File: src/rtl/b64enc_pkg.sv
package b64enc_pkg;

  localparam int unsigned FIFO_DEPTH = 2;

  localparam logic [6:0] PAD_CHAR = 7'h3d;

  localparam logic CMD_DATA = 1'b0;
  localparam logic CMD_END  = 1'b1;

  typedef struct packed {
    logic       command;
    logic [7:0] data_byte;
  } in_beat_t;

  typedef struct packed {
    logic [6:0] out_char;
    logic       last_of_run;
    logic       message_done;
  } out_beat_t;

  // three bytes, index of the last real character, flush marker
  typedef struct packed {
    logic [23:0] bytes;
    logic [1:0]  last_real;
    logic        flush;
  } group_t;

  function automatic logic [6:0] sextet_char(input logic [5:0] v);
    logic [6:0] c;
    c = 7'h00;
    if (v < 6'd26) begin
      c = 7'h41 + {1'b0, v};
    end else if (v < 6'd52) begin
      c = 7'h61 + {1'b0, v} - 7'd26;
    end else if (v < 6'd62) begin
      c = 7'h30 + {1'b0, v} - 7'd52;
    end else if (v == 6'd62) begin
      c = 7'h2b;
    end else begin
      c = 7'h2f;
    end
    return c;
  endfunction

endpackage

File: src/rtl/b64enc_front.sv
module b64enc_front (
  input  logic               clk,
  input  logic               rst,
  input  logic               byte_valid,
  output logic               byte_stall,
  input  b64enc_pkg::in_beat_t byte_beat,
  input  logic               full,
  output logic               push,
  output b64enc_pkg::group_t push_group
);

  logic [1:0] byte_phase;
  logic [1:0] byte_phase_next;
  logic [7:0] held0;
  logic [7:0] held1;
  logic       accept;
  logic [1:0] ph;

  assign byte_stall = full;
  assign accept     = byte_valid && !full;
  assign ph         = (byte_phase == 2'd3) ? 2'd2 : byte_phase;

  always_comb begin
    byte_phase_next = byte_phase;
    push            = 1'b0;
    push_group      = '0;
    if (accept) begin
      if (byte_beat.command == b64enc_pkg::CMD_DATA) begin
        if (ph < 2'd2) begin
          byte_phase_next = ph + 2'd1;
        end else begin
          push                 = 1'b1;
          push_group.bytes     = {held0, held1, byte_beat.data_byte};
          push_group.last_real = 2'd3;
          push_group.flush     = 1'b0;
          byte_phase_next      = 2'd0;
        end
      end else if (ph != 2'd0) begin
        push                 = 1'b1;
        push_group.bytes     = {held0, (ph == 2'd2) ? held1 : 8'h00, 8'h00};
        push_group.last_real = ph;
        push_group.flush     = 1'b1;
        byte_phase_next      = 2'd0;
      end
    end
  end

  always_ff @(posedge clk) begin
    if (rst) begin
      byte_phase <= 2'd0;
    end else begin
      byte_phase <= byte_phase_next;
    end
  end

  always_ff @(posedge clk) begin
    if (accept && byte_beat.command == b64enc_pkg::CMD_DATA) begin
      if (ph == 2'd0) begin
        held0 <= byte_beat.data_byte;
      end else if (ph == 2'd1) begin
        held1 <= byte_beat.data_byte;
      end
    end
  end

endmodule

File: src/rtl/b64enc_fifo.sv
module b64enc_fifo #(
  parameter int unsigned Depth = b64enc_pkg::FIFO_DEPTH
) (
  input  logic               clk,
  input  logic               rst,
  input  logic               push,
  input  b64enc_pkg::group_t push_group,
  output logic               full,
  input  logic               pop,
  output logic               not_empty,
  output b64enc_pkg::group_t pop_group
);

  localparam int unsigned PtrW = (Depth > 1) ? $clog2(Depth) : 1;
  localparam int unsigned CntW = $clog2(Depth + 1);
  localparam logic [PtrW-1:0] LastPtr = PtrW'(Depth - 1);
  localparam logic [CntW-1:0] FullCnt = CntW'(Depth);

  b64enc_pkg::group_t entries [Depth];
  logic [PtrW-1:0] wr_ptr;
  logic [PtrW-1:0] rd_ptr;
  logic [CntW-1:0] count;

  assign full      = (count == FullCnt);
  assign not_empty = (count != '0);
  assign pop_group = entries[rd_ptr];

  always_ff @(posedge clk) begin
    if (rst) begin
      wr_ptr <= '0;
      rd_ptr <= '0;
      count  <= '0;
    end else begin
      if (push) begin
        wr_ptr <= (wr_ptr == LastPtr) ? '0 : wr_ptr + 1'b1;
      end
      if (pop) begin
        rd_ptr <= (rd_ptr == LastPtr) ? '0 : rd_ptr + 1'b1;
      end
      if (push && !pop) begin
        count <= count + 1'b1;
      end else if (pop && !push) begin
        count <= count - 1'b1;
      end
    end
  end

  always_ff @(posedge clk) begin
    if (push) begin
      entries[wr_ptr] <= push_group;
    end
  end

endmodule

File: src/rtl/b64enc_back.sv
module b64enc_back (
  input  logic                  clk,
  input  logic                  rst,
  input  logic                  not_empty,
  input  b64enc_pkg::group_t    pop_group,
  output logic                  pop,
  output logic                  char_valid,
  input  logic                  char_stall,
  output b64enc_pkg::out_beat_t char_beat
);

  b64enc_pkg::group_t cur;
  logic               cur_valid;
  logic [1:0]         idx;
  logic               advance;
  logic [5:0]         sextet;
  logic [6:0]         ch;

  assign advance = cur_valid && (!char_valid || !char_stall);
  assign pop     = not_empty && (!cur_valid || (advance && idx == 2'd3));

  always_comb begin
    case (idx)
      2'd0:    sextet = cur.bytes[23:18];
      2'd1:    sextet = cur.bytes[17:12];
      2'd2:    sextet = cur.bytes[11:6];
      2'd3:    sextet = cur.bytes[5:0];
      default: sextet = cur.bytes[5:0];
    endcase
    ch = (idx > cur.last_real) ? b64enc_pkg::PAD_CHAR : b64enc_pkg::sextet_char(sextet);
  end

  always_ff @(posedge clk) begin
    if (rst) begin
      cur_valid  <= 1'b0;
      idx        <= 2'd0;
      char_valid <= 1'b0;
    end else begin
      if (advance) begin
        char_valid <= 1'b1;
        idx        <= idx + 2'd1;
      end else if (!char_stall) begin
        char_valid <= 1'b0;
      end
      if (pop) begin
        cur_valid <= 1'b1;
      end else if (advance && idx == 2'd3) begin
        cur_valid <= 1'b0;
      end
    end
  end

  always_ff @(posedge clk) begin
    if (pop) begin
      cur <= pop_group;
    end
    if (advance) begin
      char_beat.out_char     <= ch;
      char_beat.last_of_run  <= (idx == 2'd3);
      char_beat.message_done <= (idx == 2'd3) && cur.flush;
    end
  end

endmodule

File: src/rtl/base64_stream_encoder.sv
// path: a third data byte, or an end beat with bytes held, goes through the queue
// and the current-group register to the char output register
// throughput: one char per cycle on the output register while char_stall is low,
// four chars per group of 3 bytes; input beats that complete no group are taken
// every cycle while the queue has room
// reset: rst is synchronous, active high; clears the byte phase, queue and char valid
module base64_stream_encoder #(
  parameter int unsigned FifoDepth = b64enc_pkg::FIFO_DEPTH
) (
  input  logic                  clk,
  input  logic                  rst,
  input  logic                  byte_valid,
  output logic                  byte_stall,
  input  b64enc_pkg::in_beat_t  byte_beat,
  output logic                  char_valid,
  input  logic                  char_stall,
  output b64enc_pkg::out_beat_t char_beat
);

  logic               push;
  logic               full;
  logic               pop;
  logic               not_empty;
  b64enc_pkg::group_t push_group;
  b64enc_pkg::group_t pop_group;

  b64enc_front u_front (
    .clk        (clk),
    .rst        (rst),
    .byte_valid (byte_valid),
    .byte_stall (byte_stall),
    .byte_beat  (byte_beat),
    .full       (full),
    .push       (push),
    .push_group (push_group)
  );

  b64enc_fifo #(
    .Depth (FifoDepth)
  ) u_fifo (
    .clk        (clk),
    .rst        (rst),
    .push       (push),
    .push_group (push_group),
    .full       (full),
    .pop        (pop),
    .not_empty  (not_empty),
    .pop_group  (pop_group)
  );

  b64enc_back u_back (
    .clk        (clk),
    .rst        (rst),
    .not_empty  (not_empty),
    .pop_group  (pop_group),
    .pop        (pop),
    .char_valid (char_valid),
    .char_stall (char_stall),
    .char_beat  (char_beat)
  );

  assert property (@(posedge clk) disable iff (rst) !(push && full))
    else $error("push into full queue");

  assert property (@(posedge clk) disable iff (rst) pop |-> not_empty)
    else $error("pop from empty queue");

  assert property (@(posedge clk) disable iff (rst)
    (char_valid && char_beat.message_done) |-> char_beat.last_of_run)
    else $error("message done off a group boundary");

  assert property (@(posedge clk) disable iff (rst)
    (char_valid && char_beat.out_char == b64enc_pkg::PAD_CHAR && !char_beat.last_of_run
     && !char_stall) |=> (char_valid && char_beat.out_char == b64enc_pkg::PAD_CHAR))
    else $error("pad not carried to end of group");

endmodule

File: config.mk
export PLATFORM = sky130hd
export DESIGN_NAME = base64_stream_encoder
export DESIGN_NICKNAME = d
export VERILOG_FILES = /design/src/rtl/b64enc_pkg.sv /design/src/rtl/b64enc_front.sv /design/src/rtl/b64enc_fifo.sv /design/src/rtl/b64enc_back.sv /design/src/rtl/base64_stream_encoder.sv
export SDC_FILE = /design/constraint.sdc
export NUM_CORES = 1
export LEC_CHECK = 0
export BUFFER_PORTS_ARGS = -buffer_cell sky130_fd_sc_hd__clkbuf_2
export CAP_MARGIN = 20
export CORE_MARGIN = 3
export CORE_UTILIZATION = 54
export CTS_CLUSTER_DIAMETER = 200
export DETAILED_ROUTE_END_ITERATION = 8
export PLACE_DENSITY = 0.83
export SYNTH_ARGS = -nofsm -noshare
export SYNTH_HDL_FRONTEND = slang
export SYNTH_SLANG_ARGS = --single-unit
File: constraint.sdc
create_clock -name clk -period 3.5 [get_ports clk]
set_input_delay 0.525 -clock clk [delete_from_list [all_inputs] [get_ports clk]]
set_output_delay 0.525 -clock clk [all_outputs]
set_load 0.05 [all_outputs]
== Yosys cells after proc, flatten, opt, wreduce, memory -nomap -nowiden ==
Memory sizes are Yosys's and may differ from the RTL's. A register that Yosys moved wholly into a read port is not among the register bits.
Cells that the tools add are included.
Cells by class
  add/sub/neg operators: 11
  $lt $le $gt $ge: 5
  eq/ne operators: 10
  multiplexer cells: 28
  bitwise operators: 2
  reductions and logical operators: 25
Operators by type and width (count)
  27-bit 2-to-1 mux: 4
  6-bit one-hot mux with 4 select lines: 1
  7-bit 2-to-1 mux: 3
  7-bit by 6-bit adder with 7-bit output (first input constant): 2
  6-bit < comparator (second input constant): 2
  1-bit 2-to-1 mux: 12
  2-bit 2-to-1 mux: 6
  2-bit == test (second input constant): 5
  1-bit logical AND: 8
  8-bit 2-to-1 mux: 1
  2-bit nonzero test: 4
  6-bit by 6-bit adder with 7-bit output (first input constant): 1
  7-bit by 5-bit subtractor with 7-bit output (second input constant): 1
  7-bit by 6-bit subtractor with 7-bit output (second input constant): 1
  2-bit by 1-bit adder with 2-bit output (second input constant): 3
  6-bit == test (second input constant): 1
  1-bit zero test: 6
  6-bit by 5-bit < comparator with 1-bit output (second input constant): 1
  2-bit by 1-bit == test with 1-bit output (second input constant): 2
  2-bit zero test: 2
  2-bit by 1-bit inequality test with 1-bit output (second input constant): 2
  2-bit AND reduction: 2
  3-bit 2-to-1 mux: 1
  3-bit AND reduction: 1
  other kinds (6): 9
Word-level totals
  register bits: 35
  memory bits (writable): 54
  input port bits: 13
  logic and storage cells: 94
  memories kept: 1
Memories
  u_fifo.entries: depth 2, width 27, read ports 1, clocked after Yosys merged registers in 1, wr ports 1, line b64enc_fifo.sv:19  | b64enc_pkg::group_t entries [Depth];

== Longest topological paths before layout ==
Gate-level depths: netlist (run 1).
  depth in word-level cells: 10
  gate-level depth with buffers: 12

== Hierarchy ==
A second synthesis (run 1) with hierarchy kept.
Unflattened totals
  cells, all modules: 327
  area total of the unflattened synthesis: 4949.7 um2
Modules (own cells, without submodules)
  b64enc_fifo: times used 1, cells an instance 106, area an instance 2163.3 um2, sequential area each 1721.7 um2
  b64enc_back: times used 1, cells an instance 155, area an instance 1938.1 um2, sequential area each 1161.1 um2
  b64enc_front: times used 1, cells an instance 66, area an instance 848.3 um2, sequential area each 520.5 um2

== Worst setup path after synthesis (run 1) ==
No wires, ideal clock.
  path type: reg2reg
  from: register u_fifo.count[0]
  to: memory u_fifo.entries[0][0] in the netlist's numbering, enable pin
  library setup time: 0.411 ns
  arrival time: 2.553 ns
  required time: 3.089 ns
  path slack: 0.536 ns
  cell stages (with the launch flop): 7
  buffers on the path: 1
  path through: dfxtp_1 -> nor2b_1 -> nand2b_2 -> nor2_1 -> nor2_1 -> clkbuf_1 -> nor2_1
On the way
  longest elaborated chain between the ends: 6
RTL lines
  start: declaration: line b64enc_fifo.sv:22  | logic [CntW-1:0] count;
  start signal: assignment: line b64enc_fifo.sv:41  | count <= count + 1'b1;
  start signal: assignment: line b64enc_fifo.sv:43  | count <= count - 1'b1;
  2-bit == test: line b64enc_fifo.sv:24  | assign full = (count == FullCnt);
  net byte_stall: line base64_stream_encoder.sv:13  | output logic byte_stall,
  1-bit zero test: line b64enc_front.sv:20  | assign accept = byte_valid && !full;
  1-bit logical AND: line b64enc_front.sv:20
  1-bit 2-to-1 mux: line b64enc_front.sv:27  | if (accept) begin
  1-bit 2-to-1 mux: line b64enc_fifo.sv:49  | if (push) begin
  1-bit 2-to-1 mux (not written as such): line b64enc_fifo.sv:50  | entries[wr_ptr] <= push_group;
  end: declaration: line b64enc_fifo.sv:19
The timed path passes the listed nets, and every way through them passes these cells.

== Worst setup path in the final report (run 1) ==
  from: register u_fifo.count[1]
  to: register u_fifo.count[1]
On the way
  longest elaborated chain between the ends: 7
  elaborated cells between the ends (all ways): 15
RTL lines
  2-bit == test (*): line b64enc_fifo.sv:24
  1-bit zero test (*): line b64enc_front.sv:20
  1-bit logical AND (*): line b64enc_front.sv:20
  1-bit 2-to-1 mux (*): line b64enc_front.sv:27
  net push: line base64_stream_encoder.sv:20  | logic push;
  1-bit zero test: line b64enc_fifo.sv:42  | end else if (pop && !push) begin
  1-bit logical AND: line b64enc_fifo.sv:42
  2-bit nonzero test (no line)
The timed path passes the listed nets; every way through them passes the cells marked *. The select of a mux whose other input is x is not followed.
A chain may end at the register's enable or synchronous reset.

==> results of run 1 <==
## cell usage in the layout (no fill, tap or decap), types with 5 or more instances in the layout
| cell type | instances |
|---|---|
| a21oi_1 | 16 |
| a22oi_1 | 5 |
| a31oi_1 | 5 |
| and2_1 | 17 |
| buf_4 | 5 |
| clkbuf_16 | 16 |
| clkbuf_2 | 23 |
| dfxtp_1 | 10 |
| edfxtp_1 | 106 |
| ha_1 | 10 |
| inv_1 | 9 |
| mux2_2 | 28 |
| nand2_1 | 16 |
| nor2_1 | 15 |
| nor2b_1 | 12 |
| nor3_1 | 5 |
| o21ai_0 | 8 |
## per-stage QoR
step	utilization (%)	std cells
finish	66.77	471
global route	66.77	471
CTS	66.77	471
detailed placement	60.01	439
global placement	60.01	439
floorplan	-	318
## worst max path at each step
stage                               start                   end
after floorplan           u_fifo.count[0]  u_fifo.entries[0][0]
after global placement      u_back.idx[0]   u_back.char_beat[6]
after detailed placement       byte_valid       u_fifo.count[1]
after CTS                 u_fifo.count[1]       u_fifo.count[1]
after global routing      u_fifo.count[1]       u_fifo.count[1]
final                     u_fifo.count[1]       u_fifo.count[1]
## per-layer routing
metal / vias to the layer above / GRT usage, % / part of all wire, %
met5: - / 0 / 0
met4: 0 / 8.083 / 1.8
met3: 12 / 5.052 / 5.0
met2: 91 / 28.90 / 51
met1: 1299 / 23.37 / 42
li1: 1276 / - / -
## flip-flops by register name, indices dropped and copies added, names as in the netlist
name	cells
u_back.char_beat	9
u_back.cur_valid	1
u_fifo.rd_ptr	1
u_fifo.count	2
u_front.byte_phase	2
u_back.cur	27
u_front.held0	8
u_back.char_valid	1
u_back.idx	2
u_fifo.wr_ptr	1
u_fifo.entries	54
u_front.held1	8
## final cells by class
type	instances	area (um^2)	share of cell area (%)
Multi-Input combinational cell	179	1353	23.93
Clock inverter	15	157.7	2.789
Sequential cell	116	3383	59.86
Clock buffer	17	414.1	7.328
Timing Repair Buffer	29	172.7	3.055
Tap cell	105	131.4	2.325
Inverter	10	40.04	0.7084
## power by group through the flow
stage / sequential, W / combinational, W / clock (W)
3_5_place_dp: 0.00200 / 0.00173 / 0
5_1_grt: 0.00200 / 0.00192 / 0.00171
4_1_cts: 0.00197 / 0.00175 / 0.00165
3_3_place_gp: 0.00198 / 0.00166 / 0
2_1_floorplan: 0.00214 / 0.00126 / 0
6_report: 0.00197 / 0.00177 / 0.00164
## logic make-up after synthesis
kind of cell	share of synthesized area, %
buffers and inverters	2.176
adder cells (fa/ha/maj)	2.591
flip-flops	70.05
multiplexers	6.736
XOR/XNOR	0.9069
AO/OA/AOI/OAI	8.887
AND/OR/NAND/NOR	8.653
## worst max-delay path, delay by kind of cell, from the launching register on
family          cells  cell delay, ns
fa+ha+maj           1            0.37
buf+inv             2            0.29
flops               1            0.37
simple gates        5            1.53
compound gates      1            0.18
==> metrics, run 1 <==
Ant. Diodes 0; Synth Instances 318; Worst R2R Setup Slack 0.68 ns; WL final 8519 um; initial antenna violation count 0; Worst VDD drop 564.8 uV; total track usage 18.15%; Bufs on Longest Clock Path 2; Hold Fails Final Rpt 0; router iterations before antenna repair 5; Worst-path clk slew 0.06 ns; Setup TNS 0 ns; FF-to-FF End u_fifo.count[1]; Yosys top cell area share 65.91%; cell type with the largest total area after synthesis edfxtp_1; pin count of the biggest net entering global routing 29; crit end category flop; Design Area, Final 5652 um^2; die height 100.6 um; Final nets 376; DRC Markers 0; cts repair resizes 0; dpl cell area 5080 um^2; hold crit path type input port to flop; Place WS 0.7461 ns; combinational share of power 32.9%; Clk Latency, worst-skew pair 0.50 ns; sequential share of power 36.7%; Int Power 0.003526 W; First DRT Iteration DRCs 235; clk_skew 0.009830 ns; gpl congestion 0.8326; max_cap viols 0; RSZ-0062 raised after global routing false; Hold Path Sink u_front.held1[0]; CTS root buffer clkbuf_8; antenna viol nets, final 0; H-tree depth 4; CTS buffer count 17; Max Fclk 0.3548 GHz; Post-synth ARST share 0%; Worst Slack Setup Final 0.6818 ns; Mapped Area 4830 um^2; EDFF count, synth 106; Placement Rows 33; CTS tree yes; Min Hold Slack 0.2219 ns; GRT overflow 0; CORE AREA 8464 um^2; sequential area share after synthesis 70.05%; Pwr Total 0.005377 W; r2r startpoint u_fifo.count[1]; Commonest cells post-synth edfxtp_1, mux2_2, and2_1; Startpoint Class flop; minimum clock period 2.818 ns; Worst-Margin Slew 1.049 ns; length in cells of the worst reg-to-reg path 9; die area 10110 um^2; Hold Path Stages 1; Initial Util 57.06%; max-slew violation count 0; Area Growth Syn to Fin 17.02%; Switching Power 0.001851 W; Cell variety after synth 51; Synth area leaders edfxtp_1, mux2_2, dfxtp_1, ha_1, and2_1; Most Frequent Cell on Critical Path nor2_1; outcome finished clean; # IOs 24; Setup Crit Path Kind flop to flop; WL/cell 18.09 um; Synth Flop Type edfxtp_1; Clock power frac 30.5%; Synth Net Count 341; vias per inst 5.686; largest fanout on the critical path 12; CP Data Required Time 3.93 ns; Synth Warn # 0; slew margin rel. 29.92%; final setup fails 0; count leader, synth edfxtp_1; Leak 1.986 nW; vias in the first global route 2571; Die X 100.6 um; first-pass GRT wire length 13450 um; PwrDens 951.4 nW/um^2; final period utilization 80.52%; CTS sink cnt 116; Sw Ratio 34.43%; Via Count 2678; crit path max-delay cell type nor2_1; Port Buffers 23; Synth Register Bits 116; # fillers 541; layout cells sized above 1 27.32%; startpoint of the worst hold path byte_beat[0]; WP data arrival 3.24 ns; Hold Buf Count CTS 0; syn_area_per_cell 15.19 um^2; ordered list of cells on the worst path nor2b_1 -> nand2b_2 -> nor2_1 -> buf_4 -> nor2_1 -> inv_1 -> ha_1 -> or3_1 -> a21oi_1; max incr delay on CP 0.69 ns; hpwl dp 5362 um; post-CTS setup buffer count 0
Power figures use the tool's default switching activity.
==> inputs of run 2 (changes only) <==
--- a/config.mk
+++ b/config.mk
@@ -11,7 +11,7 @@
 export CORE_UTILIZATION = 54
 export CTS_CLUSTER_DIAMETER = 200
 export DETAILED_ROUTE_END_ITERATION = 8
-export PLACE_DENSITY = 0.83
+export PLACE_DENSITY = 0.85
 export SYNTH_ARGS = -nofsm -noshare
 export SYNTH_HDL_FRONTEND = slang
 export SYNTH_SLANG_ARGS = --single-unit
==> constraint.sdc (replaced) <==
create_clock -name clk -period 2.5 [get_ports clk]
set_input_delay 0.375 -clock clk [delete_from_list [all_inputs] [get_ports clk]]
set_output_delay 0.375 -clock clk [all_outputs]
set_load 0.05 [all_outputs]
==> run 2 against run 1 <==
Compared with the run above:
- maximum frequency increased by 19%
- via count increased by 2.0%
- register-to-register slack got worse by 0.55 ns
- total power increased by 46%
- largest cell class unchanged
==> metrics, run 2 (synthesis results as in run 1) <==
CTS buffer count 17 (unchanged); die height 100.6 um (unchanged); WL final 8683 um (was 8519 um); max incr delay on CP 0.37 ns (was 0.69 ns); CP delay by family, top compound AO/OA/AOI/OAI gates (was simple AND/OR/NAND/NOR gates); WL/cell 18.01 um (was 18.09 um); startpoint of the worst hold path byte_beat[3] (was byte_beat[0]); Worst-path clk slew 0.06 ns (about the same); crit end category flop (unchanged); minimum clock period 2.367 ns (was 2.818 ns); Pwr Total 0.007839 W (was 0.005377 W); max FFs per register 54 (unchanged); post-CTS setup buffer count 0 (unchanged); Largest Register u_fifo.entries (unchanged); Clk Latency, worst-skew pair 0.52 ns (was 0.50 ns); Worst-Margin Slew 0.7554 ns (was 1.049 ns); Worst VDD drop 625.5 uV (was 564.8 uV); Setup Crit Path Kind flop to flop (unchanged); Placement Rows 33 (unchanged); crit path max-delay cell type a222oi_1 (was nor2_1); final period utilization 94.68% (was 80.52%); largest fanout on the critical path 6 (was 12); Max Fclk 0.4225 GHz (was 0.3548 GHz); ordered list of cells on the worst path inv_1 -> ha_1 -> buf_4 -> a222oi_1 -> a21oi_2 -> ha_1 -> mux2_2 -> nand2_1 -> o211ai_1 (was nor2b_1 -> nand2b_2 -> nor2_1 -> buf_4 -> nor2_1 -> inv_1 -> ha_1 -> or3_1 -> a21oi_1); GRT overflow 0 (unchanged); DRC Markers 0 (unchanged); Area Growth Syn to Fin 20.41% (was 17.02%); commonest non-fill, non-tap cell in the layout edfxtp_1 (unchanged); Ant. Diodes 0 (unchanged); Worst Slack Setup Final 0.1331 ns (was 0.6818 ns); Hold Fails Final Rpt 0 (unchanged); Final nets 388 (was 376); first-pass GRT wire length 14150 um (was 13450 um); final setup fails 0 (unchanged); clk_skew 0.005819 ns (was 0.009830 ns); H-tree depth 4 (unchanged); layout cells sized above 1 31.56% (was 27.32%); vias per inst 5.668 (was 5.686); Initial Util 57.06% (unchanged); fin util 68.71% (was 66.77%); hpwl dp 5400 um (was 5362 um); Startpoint Class flop (unchanged); Place WS -0.0008331 ns (was 0.7461 ns); RSZ-0062 raised after global routing true (was false); Top Registers u_fifo.entries: 54 flops, u_back.cur: 27 flops, u_back.char_beat: 9 flops (unchanged); Buf+Inv Stages, Crit Path 2 (unchanged); most frequent cells in the layout edfxtp_1, mux2_2, clkbuf_2 (unchanged); initial antenna violation count 0 (unchanged); r2r startpoint u_back.idx[0] (was u_fifo.count[1]); CP Data Required Time 2.74 ns (was 3.93 ns); gpl congestion 0.9229 (was 0.8326); antenna viol nets, final 0 (unchanged); # fillers 517 (was 541); die area 10110 um^2 (unchanged); Most Frequent Cell on Critical Path ha_1 (was nor2_1); hold crit path type input port to flop (unchanged); Placed Cells incl. Taps 451 (was 439); CTS root buffer clkbuf_8 (unchanged); slew margin rel. 49.61% (was 29.92%); WP data arrival 2.61 ns (was 3.24 ns); Die X 100.6 um (unchanged); PwrDens 1348 nW/um^2 (was 951.4 nW/um^2); Port Buffers 23 (unchanged); CTS sink cnt 116 (unchanged); vias in the first global route 2777 (was 2571); Leak 2.064 nW (was 1.986 nW); max_cap viols 0 (unchanged); max-slew violation count 0 (unchanged); pin count of the biggest net entering global routing 29 (unchanged); router iterations before antenna repair 5 (unchanged); fin cells 482 (was 471); Min Hold Slack 0.05623 ns (was 0.2219 ns); First DRT Iteration DRCs 192 (was 235); total track usage 19.24% (was 18.15%); CORE AREA 8464 um^2 (unchanged); outcome finished clean (unchanged); Bufs on Longest Clock Path 2 (unchanged); Via Count 2732 (was 2678); CP Launch Point u_back.idx[0] (was u_fifo.count[1]); CTS tree yes (unchanged); # IOs 24 (unchanged)
-- run 2: worst paths after layout --
kind | to | slack, ns | cells after the start
worst max-delay path | u_back.char_beat[4] | 0.13 | 9
worst min-delay path | u_front.held1[3] | 0.06 | 1
worst max register to register | u_back.char_beat[4] | 0.13 | 9
worst min register to register | u_back.char_beat[0] | 0.53 | 1
-- run 2: what timing repair did --
item / 4_1_cts / 5_1_grt
gates resized for setup: 2 / 7
endpoints found under the setup margin: 2 / 7
pin swaps: 0 / 1
hold buffers: 0 / 0
-- run 2: final cells by class --
| type | count | area, um^2 | area share, % |
|---|---|---|---|
| clock buffers | 17 | 414.1 | 7.121 |
| inverters | 10 | 40.04 | 0.6885 |
| well taps | 105 | 131.4 | 2.259 |
| multi-input cells | 179 | 1383 | 23.77 |
| flip-flops and latches | 116 | 3385 | 58.20 |
| repair buffers | 41 | 275.3 | 4.733 |
| clock inverters | 14 | 187.7 | 3.227 |
-- run 2: stage by stage --
stage               setup TNS (ns)  instance area [um^2]
floorplan                        0                  4842
global placement                 0                  5190
detailed placement      -0.0008331                  5190
CTS                              0                  5797
global route              -0.07072                  5816
finish                           0                  5816
-- run 2: where the power goes --
part           switching, W  leakage (nW)  internal, W  total, W
clock              0.000826         0.289      0.00160   0.00243
sequential         0.000156          1.05      0.00261   0.00277
combinational       0.00161         0.729      0.00103   0.00264
-- run 2: per-layer routing --
layer | wire length, um | GRT usage [%]
met1 | 3478 | 23.15
met2 | 4534 | 32.11
met3 | 465 | 5.744
met4 | 203 | 8.601
met5 | 0 | 0
==> inputs of run 3 (changes only) <==
--- a/config.mk
+++ b/config.mk
@@ -14,4 +14,5 @@
 export PLACE_DENSITY = 0.85
 export SYNTH_ARGS = -nofsm -noshare
 export SYNTH_HDL_FRONTEND = slang
+export SYNTH_HIERARCHICAL = 1
 export SYNTH_SLANG_ARGS = --single-unit
==> run 3 against run 2 <==
Compared with the run above:
- synthesized cell count increased by 2.8%
- core utilization down 0.92 points
- flip-flop and latch count rose by 1
- clock skew rose by 0.0029 ns
- critical endpoint is now u_back/char_beat[3]
- worst setup slack worse by 0.10 ns
- count of clock-buffer cells in the layout grew 3
- cell area rose by 2.6%
- non-clock buffer count rose by 11
==> metrics, run 3 <==
Hold Path Stages 1 (unchanged); Sequential Area 3408 um^2 (was 3385 um^2); Worst R2R Setup Slack 0.03 ns (was 0.13 ns); RSZ-0062 raised after global routing true (unchanged); Initial Util 56.21% (was 57.06%); ordered list of cells on the worst path clkinvlp_4 -> ha_4 -> a222oi_1 -> mux2_4 -> inv_4 -> ha_4 -> a21o_2 -> o32a_1 -> a21oi_2 (was inv_1 -> ha_1 -> buf_4 -> a222oi_1 -> a21oi_2 -> ha_1 -> mux2_2 -> nand2_1 -> o211ai_1); crit path max-delay cell type a222oi_1 (unchanged); hpwl dp 5871 um (was 5400 um); Synth Flop Type edfxtp_1 (unchanged); CTS buffer count 17 (unchanged); length in cells of the worst reg-to-reg path 9 (unchanged); CTS tree yes (unchanged); CP Data Required Time 2.86 ns (was 2.74 ns); Mapped Area 4950 um^2 (was 4830 um^2); hold crit path type input port to flop (unchanged); Worst-Margin Slew 0.8061 ns (was 0.7554 ns); Hold Fails Final Rpt 0 (unchanged); cell type with the largest total area after synthesis edfxtp_1 (unchanged); Ant. Diodes 0 (unchanged); r2r startpoint u_back/idx[0] (was u_back.idx[0]); First DRT Iteration DRCs 187 (was 192); total track usage 19.32% (was 19.24%); Worst Slack Setup Final 0.03236 ns (was 0.1331 ns); CTS root buffer clkbuf_8 (unchanged); layout cells sized above 1 35.16% (was 31.56%); max-slew violation count 0 (unchanged); most frequent cells in the layout edfxtp_1, buf_4, mux2_2 (was edfxtp_1, mux2_2, clkbuf_2); DRC Markers 0 (unchanged); Post-synth ARST share 0% (unchanged); Leak 2.101 nW (was 2.064 nW); crit end category flop (unchanged); antenna viol nets, final 0 (unchanged); commonest non-fill, non-tap cell in the layout edfxtp_1 (unchanged); syn_area_per_cell 15.14 um^2 (was 15.19 um^2); PwrDens 1223 nW/um^2 (was 1348 nW/um^2); H-tree depth 4 (unchanged); Via Count 2890 (was 2732); largest fanout on the critical path 7 (was 6); # IOs 24 (unchanged); WL/cell 18.05 um (was 18.01 um); startpoint of the worst hold path byte_beat[4] (was byte_beat[3]); Max Fclk 0.4052 GHz (was 0.4225 GHz); Worst VDD drop 650.3 uV (was 625.5 uV); sequential area share after synthesis 68.76% (was 70.05%); EDFF count, synth 106 (unchanged); die height 101.7 um (was 100.6 um); outcome finished clean (unchanged); Area Growth Syn to Fin 20.60% (was 20.41%); Top Registers u_fifo/entries: 54 flops, u_back/cur: 27 flops, u_back/char_beat: 9 flops (was u_fifo.entries: 54 flops, u_back.cur: 27 flops, u_back.char_beat: 9 flops); max_cap viols 0 (unchanged); max FFs per register 54 (unchanged); first-pass GRT wire length 14770 um (was 14150 um); minimum clock period 2.468 ns (was 2.367 ns); final setup fails 0 (unchanged); pin count of the biggest net entering global routing 29 (unchanged); Cell variety after synth 56 (was 51); Commonest cells post-synth edfxtp_1, mux2_2, and2_1 (unchanged); Placed Cells incl. Taps 473 (was 451); Hold Buf Count CTS 0 (unchanged); Die X 101.7 um (was 100.6 um); Synth Instances 327 (was 318); Setup Crit Path Kind flop to flop (unchanged); Setup TNS 0 ns (unchanged); WL final 9186 um (was 8683 um); fin cells 509 (was 482); GRT overflow 0 (unchanged); max incr delay on CP 0.45 ns (was 0.37 ns); Bufs on Longest Clock Path 2 (unchanged); die area 10350 um^2 (was 10110 um^2); initial antenna violation count 0 (unchanged); Place WS 0.007069 ns (was -0.0008331 ns); Worst-path clk slew 0.06 ns (about the same); Clk Latency, worst-skew pair 0.51 ns (was 0.52 ns); Placement Rows 34 (was 33); Synth Warn # 6 (was 0); Most Frequent Cell on Critical Path ha_4 (was ha_1); final period utilization 98.71% (was 94.68%); Min Hold Slack 0.06661 ns (was 0.05623 ns); FF-to-FF End u_back/char_beat[3] (was u_back.char_beat[4]); slew margin rel. 46.23% (was 49.61%); vias per inst 5.678 (was 5.668); clk_skew 0.008691 ns (was 0.005819 ns); # fillers 544 (was 517); Synth area leaders edfxtp_1, mux2_2, dfxtp_1, ha_1, and2_1 (unchanged); WP data arrival 2.83 ns (was 2.61 ns); Startpoint Class flop (unchanged); gpl congestion 0.8430 (was 0.9229); CTS sink cnt 117 (was 116); router iterations before antenna repair 5 (unchanged); Synth Register Bits 117 (was 116); CORE AREA 8806 um^2 (was 8464 um^2); Port Buffers 23 (unchanged); area of the multi-input gates 1503 um^2 (was 1383 um^2); Final nets 411 (was 388); Hold Path Sink u_front/held1[4] (was u_front.held1[3]); count leader, synth edfxtp_1 (unchanged); Synth Net Count 350 (was 341); Yosys top cell area share 64.31% (was 65.91%); Largest Register u_fifo/entries (was u_fifo.entries); fin util 67.79% (was 68.71%); vias in the first global route 2805 (was 2777)
==> run 3: how the worst max path moves through the flow <==
stage,slack [ns],endpoint,start
after floorplan,-0.09,u_fifo/count[1],u_back/idx[0]
after global placement,0.07,u_back/char_beat[4],u_back/idx[1]
after detailed placement,0.007,u_back/char_beat[4],u_back/idx[0]
after CTS,0.02,u_back/char_beat[6],u_back/idx[1]
after global routing,-0.06,u_back/char_beat[4],u_back/idx[0]
final,0.03,u_back/char_beat[3],u_back/idx[0]
==> run 3: repair_timing <==
| action | CTS | global route |
|---|---|---|
| setup buffers | 0 | 4 |
| endpoints found under the setup margin | 1 | 6 |
| pin swaps | 0 | 9 |
| resized for setup | 2 | 21 |
==> run 3: logic make-up (layout without fill, tap and decap cells) <==
family	Yosys count	after routing	share of synthesized area (%)
compound gates	50	50	7.634
xor+xnor	7	7	1.239
fa+ha+maj	10	10	2.528
buf+inv	29	103	2.882
flops	117	117	68.76
mux	32	32	7.204
simple gates	82	82	9.757
==> run 3: critical path: cells and delay by family, from the launching register on <==
kind | cells | cell delay (ns)
AOI/OAI and AO/OA | 4 | 1.13
adders and majority gates | 2 | 0.39
DFF | 1 | 0.37
muxes | 1 | 0.26
buffers and inverters | 2 | 0.18
==> run 3: per-layer routing <==
metal / wire length [um] / GRT usage (%) / share of wire [%]
met5: 0 / 0 / 0
met4: 156 / 7.669 / 1.7
met3: 362 / 5.510 / 3.9
met2: 4710 / 31.39 / 51
met1: 3957 / 24.66 / 43
==> run 3: metrics by stage <==
stage | total power [W] | instance area, um^2
floorplan | 0.004377 | 4965
global placement | 0.005002 | 5331
detailed placement | 0.005024 | 5331
CTS | 0.007121 | 5851
global route | 0.007664 | 5969
finish | 0.007298 | 5969
==> run 3: where the power goes <==
part	internal (W)	switching [W]	leakage [nW]
Clock	0.00121	0.000833	0.245
Combinational	0.00107	0.00145	0.799
Sequential	0.00258	0.000142	1.06
==> run 3: area by class of cell <==
cell class / count / area share (%)
clock buffer: 20 / 7.126
timing repair buffer: 52 / 5.575
multi-input combinational: 181 / 25.17
inverter: 19 / 1.383
sequential: 117 / 57.09
clock inverter: 12 / 1.383
tap: 108 / 2.264
